File: src/hw/rtl/rdc_ram.sv
// Generic single-write, single-read synchronous RAM with registered read data.
// Standalone; used for the element store and the value count table.
`timescale 1ns / 1ps

module rdc_ram #(
    parameter int WIDTH = 8,
    parameter int DEPTH = 16
) (
    input  logic                     i_clk,
    input  logic                     i_we,
    input  logic [$clog2(DEPTH)-1:0] i_waddr,
    input  logic [WIDTH-1:0]         i_wdata,
    input  logic [$clog2(DEPTH)-1:0] i_raddr,
    output logic [WIDTH-1:0]         o_rdata
);

    logic [WIDTH-1:0] r_mem [DEPTH];
    logic [WIDTH-1:0] r_rdata;

    always_ff @(posedge i_clk) begin
        if (i_we) begin
            r_mem[i_waddr] <= i_wdata;
        end
        r_rdata <= r_mem[i_raddr];
    end

    assign o_rdata = r_rdata;

endmodule
File: config.mk
export PLATFORM = sky130hd
export DESIGN_NAME = rdc_ram
export DESIGN_NICKNAME = d
export VERILOG_FILES = /design/src/hw/rtl/rdc_ram.sv
export SDC_FILE = /design/constraint.sdc
export NUM_CORES = 1
export LEC_CHECK = 0
export BUFFER_PORTS_ARGS = -buffer_cell sky130_fd_sc_hd__buf_2
export CORE_ASPECT_RATIO = 0.5
export CORE_MARGIN = 8
export CORE_UTILIZATION = 55
export CTS_BUF_LIST = sky130_fd_sc_hd__clkbuf_8
export DETAILED_ROUTE_END_ITERATION = 7
export PLACE_DENSITY = 0.78
export RECOVER_POWER = 25
export SKIP_CTS_REPAIR_TIMING = 1
export SYNTH_ARGS = -nofsm -noshare
export SYNTH_HDL_FRONTEND = slang
export SYNTH_SLANG_ARGS = --single-unit
File: constraint.sdc
create_clock -name i_clk -period 1.6 [get_ports i_clk]
set_input_delay 0 -clock i_clk [delete_from_list [all_inputs] [get_ports i_clk]]
set_output_delay 0 -clock i_clk [all_outputs]
set_load 0.01 [all_outputs]
# Word-level counts from Yosys, hierarchy flattened

Memories as Yosys holds them, arrays and structs flattened. A register that Yosys moved wholly into a read port is not among the register bits.
Index checks and enable logic that the tools add are counted.

Bits in writable memories: 128
Bits in registers: 0
Memories kept: 1
Word-level logic and storage cells: 3

Muxes and demuxes: 2

Memories:

| name  | words | bits a word | rd ports | clocked after memory_dff | write ports | line | text |
|---|---|---|---|---|---|---|---|
| r_mem | 16    | 8           | 1        | 1                        | 1           | 17   | `logic [WIDTH-1:0] r_mem [DEPTH];` |

Operator list:

| operator | number |
|---|---|
| $mux 1   | 2 |

# Logic depth before layout (Yosys ltp)

Gate-level depths: netlist of run 1.

Word-level depth: 2
Mapped depth: 5

# Worst setup path after synthesis of run 1

OpenSTA, ideal clock, no wires.

Path type: input to register
Start: input port i_waddr[2]
End: memory r_mem[0][0] (enable)
Buffers on the path: 0
Data required time: 1.217 ns
Arrival time: 1.110 ns
Stages on the path: 2
Path slack: 0.107 ns
Cells stage by stage: or3b_2 > nor3_1

RTL lines:

| element         | line | text |
|---|---|---|
| start, declared | 11   | `input logic [$clog2(DEPTH)-1:0] i_waddr,` |
| end, declared   | 17   |  |

No word-level cell before the write port.

==> results.cfg, run 1 <==
[route]
drtIter0Drc = 259
ant_nets = 0
routed_via_density = 5.96
drt-total-wl_um = 10300
drc_errors = 0
routedWlPerCell_um = 24.1
dr.pass1.iters = 5
vias = 2547

[placement]
dpl.hpwl_um = 6260
io_buffers = 25
gp_congestion = 0.806

[timing]
rsz0062_at_grt = false
setup_viol = 0
period_share = 0.954
tns_ns = 0
worstMarginPinSlew_ns = 0.681
timing.final.hold_violations = 0
relSlewSlack = 0.546
drv_slew = 0
min_period_ns = 1.53
skew_ns = 0.00687
fmax_mhz = 655

[clock_tree]
h-tree-depth = 4
cts_made_buffers = 17
cts-root-buf = clkbuf_8
numClockSinks = 136
clk_path_buf_depth = 2
clk_pin_slew_worst_paths_ns = 0.07
clk-insertion-delay-late_ns = 0.44
cts_tree = yes

[logic_synthesis]
ys_seq_elements = 136
yosysTopAreaCell = edfxtp_1
synth_area_leaders = edfxtp_1 75%, mux4_2 7.9%, mux4_1 7.1%
synth_area_um2 = 5150
avgSynthCellArea_um2 = 22.5
synth_top_area_frac = 0.747
synth_cell_types = 19
ys_warn_count = 0
ys_seq_area_frac = 0.778
synth.net_count = 247
synthCells = 229

[setup_path]
cp_max_fo = 1
critical_path_class = reg2reg
start_kind = register
path_cells = mux4_1 -> a22oi_1 -> nand2_1
cpPeakStageDelay_ns = 0.53
rr_endpoint = o_rdata[2]
required_ns = 1.92
crit_slowest_cell = mux4_1
worst_path_dominant_cell_family = multiplexers
critPathArrivalTime_ns = 1.85
r2r_cells = 3
reg2reg_from = r_mem[0][2]
cp-end-kind = register
r2r_slack_ns = 0.07
crit_buf_inv = 0

[global_routing]
antenna_found_initial = 0
grt_pass1_wl_um = 15200
grt-ovfl-total = 0
grt_pass1_vias = 2568
grt_max_degree = 24
groute.usage.overall = 0.167

[layout]
fillers = 585
fin_nets = 311
drive_above_1_share = 0.275
area_delta_synth_final_pct = 17.0
diodes = 0

[run_status]
status = finished, final reports clean

[power_and_ir_drop]
fin_total_pwr_mw = 7.45
leakage_nw = 2.05
pwr_density_cell_nw_per_um2 = 1240
vdd_drop_max_uv = 632

[worst_hold_path]
min_to = r_mem[0][7]
min_from = i_waddr[1]
worstHoldPathCells = 3
holdCritPathClass = in2reg

[floorplan]
num_io_pins = 26
placementRows = 25
dieArea_um2 = 12900
core_um2 = 9260
die_y_um = 84.4
die_w_um = 153
initial_core_util = 0.556

[job]
maxCapViolCount = 0
## through the flow
stage	worst slack, ns	cells	hold slack [ns]	cell area (µm²)	utilization
final	0.0743	427	0.135	6020	0.650
after global routing	0.0551	427	0.128	6020	0.650
after CTS	0.186	419	-0.0770	5970	0.645
after detailed placement	0.0977	387	0.398	5530	0.597
after global placement	0.100	387	0.390	5530	0.597
after floorplan	0.107	229	0.0989	5150	-
## registers in the layout (all words and copies together) (netlist names)
name and cells:
r_mem 128, o_rdata 8
## worst max-delay path by stage
stage                startpoint           to  slack, ns  depth (start not counted)
finish              r_mem[0][2]   o_rdata[2]       0.07                          3
global route        r_mem[1][2]   o_rdata[2]       0.06                          3
CTS                 r_mem[3][7]   o_rdata[7]       0.19                          3
detailed placement   i_raddr[0]   o_rdata[2]        0.1                          5
global placement     i_raddr[0]   o_rdata[2]       0.10                          5
floorplan            i_waddr[2]  r_mem[0][0]       0.11                          2
## Yosys cell counts
cell type and instances:
dfxtp_1 8, mux4_1 14, clkdlybuf4s25_2 3, nor3_1 4, nand2b_1 2, mux4_2 18
or3b_2 1, buf_2 3, and2_1 1, and2b_1 1, nor2_1 13, buf_6 3
buf_4 1, nor2b_1 1, a22oi_1 16, nand3_1 1, nand3b_1 2, edfxtp_1 128
nand2_1 9
## tightest hold or removal path, cell delays in order
cell and delay, ns:
buf_2 0.15, nor3_1 0.07, buf_4 0.17
## cell families after synthesis
| family | after synthesis | share of synthesized area |
|---|---|---|
| DFF | 136 | 0.778 |
| buffers and inverters | 10 | 0.0168 |
| muxes | 32 | 0.150 |
| AOI/OAI and AO/OA | 16 | 0.0233 |
| and+or+nand+nor | 35 | 0.0318 |
## area by class of cell
class	count	area (µm²)	area share
multi-input cells	83	1060	0.176
flip-flops and latches	136	4000	0.665
repair buffers	55	368	0.0611
clock buffers	21	289	0.0480
well taps	121	151	0.0251
clock inverters	11	153	0.0253
## cell usage in the layout (no fill, tap or decap)
master,instances
bufinv_16,4
nand3b_1,2
mux4_2,18
and2_1,1
or3b_2,1
clkinv_2,2
nand2_1,9
edfxtp_1,128
clkbuf_8,21
dlygate4sd3_1,8
nor3_1,4
clkinvlp_4,1
clkinv_1,2
buf_4,14
buf_12,2
buf_2,21
nor2b_1,1
mux4_1,14
dfxtp_1,8
and2b_1,1
a22oi_1,16
nand3_1,1
inv_1,2
nand2b_1,2
clkbuf_1,10
nor2_1,13
## power breakdown
group / internal, mW / switching [mW]
Clock: 1.84 / 1.21
Sequential: 3.98 / 0.0214
Combinational: 0.174 / 0.226
Total: 5.99 / 1.46
## routing by layer
| metal | part of all wire | global-route usage |
|---|---|---|
| met2 | 0.49 | 0.259 |
| met3 | 0.080 | 0.0620 |
| met5 | 0 | 0 |
| met4 | 0.021 | 0.0891 |
| met1 | 0.41 | 0.202 |
(Power assumes the default switching activity.)
==> inputs of run 2 (changes only) <==
--- a/config.mk
+++ b/config.mk
@@ -8,10 +8,9 @@
 export BUFFER_PORTS_ARGS = -buffer_cell sky130_fd_sc_hd__buf_2
 export CORE_ASPECT_RATIO = 0.5
 export CORE_MARGIN = 8
-export CORE_UTILIZATION = 55
-export CTS_BUF_LIST = sky130_fd_sc_hd__clkbuf_8
+export CORE_UTILIZATION = 54
 export DETAILED_ROUTE_END_ITERATION = 7
-export PLACE_DENSITY = 0.78
+export PLACE_DENSITY = 0.76
 export RECOVER_POWER = 25
 export SKIP_CTS_REPAIR_TIMING = 1
 export SYNTH_ARGS = -nofsm -noshare
==> results.cfg, run 2 (synthesis results as in run 1) <==
[floorplan]
dieArea_um2 = 13100
initial_core_util = 0.550
die_y_um = 85.0
num_io_pins = 26
placementRows = 25
die_w_um = 154
core_um2 = 9350

[power_and_ir_drop]
intPower_mw = 6.41
power_switching_mw = 1.62
leakage_nw = 2.09
vdd_drop_max_uv = 952
power_frac_comb = 0.050
switching_share = 0.202
pwr_density_cell_nw_per_um2 = 1310
clockPowerShare = 0.450
pwr-share-seq = 0.500
fin_total_pwr_mw = 8.03

[clock_tree]
h-tree-depth = 4
cts_tree = yes
clk_pin_slew_worst_paths_ns = 0.06
clk_path_buf_depth = 2
cts_made_buffers = 17
numClockSinks = 136
cts-root-buf = clkbuf_16
clk-insertion-delay-late_ns = 0.40

[timing]
worstMarginPinSlew_ns = 0.737
period_share = 0.933
skew_ns = 0.0130
rsz0062_at_grt = false
setup_viol = 0
relSlewSlack = 0.508
drv_slew = 0
timing.final.hold_violations = 0
min_period_ns = 1.49
fmax_mhz = 670
tns_ns = 0

[setup_path]
cpPeakStageDelay_ns = 0.52
critical_path_class = reg2reg
rr_endpoint = o_rdata[2]
reg2reg_from = r_mem[6][2]
required_ns = 1.87
critPathArrivalTime_ns = 1.76
start_kind = register
path_cells = mux4_1 -> a22oi_1 -> nand2_1
cp-startpoint = r_mem[6][2]
crit_buf_inv = 0
r2r_slack_ns = 0.11
endpoint = o_rdata[2]
worst_path_dominant_cell_family = multiplexers
cp_max_fo = 1
crit_slowest_cell = mux4_1
cp.depth = 3
cp-end-kind = register
r2r_cells = 3

[layout]
diodes = 0
final_cell_mix = 128 x edfxtp_1, 21 x buf_2, 19 x buf_4
final_area_um2 = 6120
drive_above_1_share = 0.285
fin_nets = 311
largest_reg_flops = 128
area_delta_synth_final_pct = 19.0
max_flop_register = r_mem
final_common_cell = edfxtp_1

[global_routing]
grt_pass1_wl_um = 16100
grt_max_degree = 33
antenna_found_initial = 0
groute.usage.overall = 0.170
grt-ovfl-total = 0
grt_pass1_vias = 2653

[placement]
io_buffers = 25
postPlaceCellArea_um2 = 5550
dpl.hpwl_um = 6310
gp_congestion = 0.794

[job]
maxCapViolCount = 0

[route]
routedWlPerCell_um = 25.0
routed_via_density = 6.07
ant_nets = 0
drt-total-wl_um = 10700
dr.pass1.iters = 5
vias = 2587
drtIter0Drc = 299
drc_errors = 0

[worst_hold_path]
worstHoldPathCells = 3
holdCritPathClass = in2reg

[run_status]
status = finished, final reports clean
==> run 2: worst min-delay path by stage <==
stage | from | end | slack, ns
after global placement | i_wdata[0] | r_mem[6][0] | 0.38
after detailed placement | o_rdata[1] | o_rdata[1] | 0.40
after floorplan | i_wdata[0] | r_mem[0][0] | 0.1
after global routing | i_waddr[0] | r_mem[0][2] | 0.18
after CTS | i_wdata[0] | r_mem[6][0] | -0.02
final | i_waddr[0] | r_mem[0][5] | 0.16
==> run 2: cell type report <==
type / count / area [µm²]
Timing Repair Buffer: 55 / 368
Sequential cell: 136 / 4000
Fill cell: 560 / 3230
Clock buffer: 20 / 437
Multi-Input combinational cell: 83 / 1060
Tap cell: 121 / 151
Clock inverter: 11 / 108
==> run 2: routing by layer <==
| layer | GRT usage | wire (µm) |
|---|---|---|
| met5 | 0 | 0 |
| met4 | 0.0609 | 124 |
| met3 | 0.0532 | 940 |
| met2 | 0.260 | 5240 |
| met1 | 0.226 | 4360 |
==> run 2: power groups by stage <==
stage          clock [mW]  sequential [mW]  combinational, mW
3_3_place_gp            0             4.08              0.375
5_1_grt              3.82             4.02              0.428
4_1_cts              3.65             4.01              0.397
3_5_place_dp            0             4.08              0.388
2_1_floorplan           0             4.09              0.202
6_report             3.62             4.01              0.402
==> run 2: stage by stage <==
step                      hold slack, ns   util  cells  setup slack (ns)
after floorplan                   0.0989      -    229             0.107
after global placement             0.382  0.593    390             0.125
after detailed placement           0.404  0.593    390            0.0339
after CTS                        -0.0197  0.652    421             0.107
after global routing               0.181  0.655    426            0.0852
final                              0.156  0.655    426             0.107
==> run 2: worst register-to-register path, stage by stage (launching register included) <==
cell	delay, ns
edfxtp_1	0.38
mux4_1	0.52
a22oi_1	0.33
nand2_1	0.13
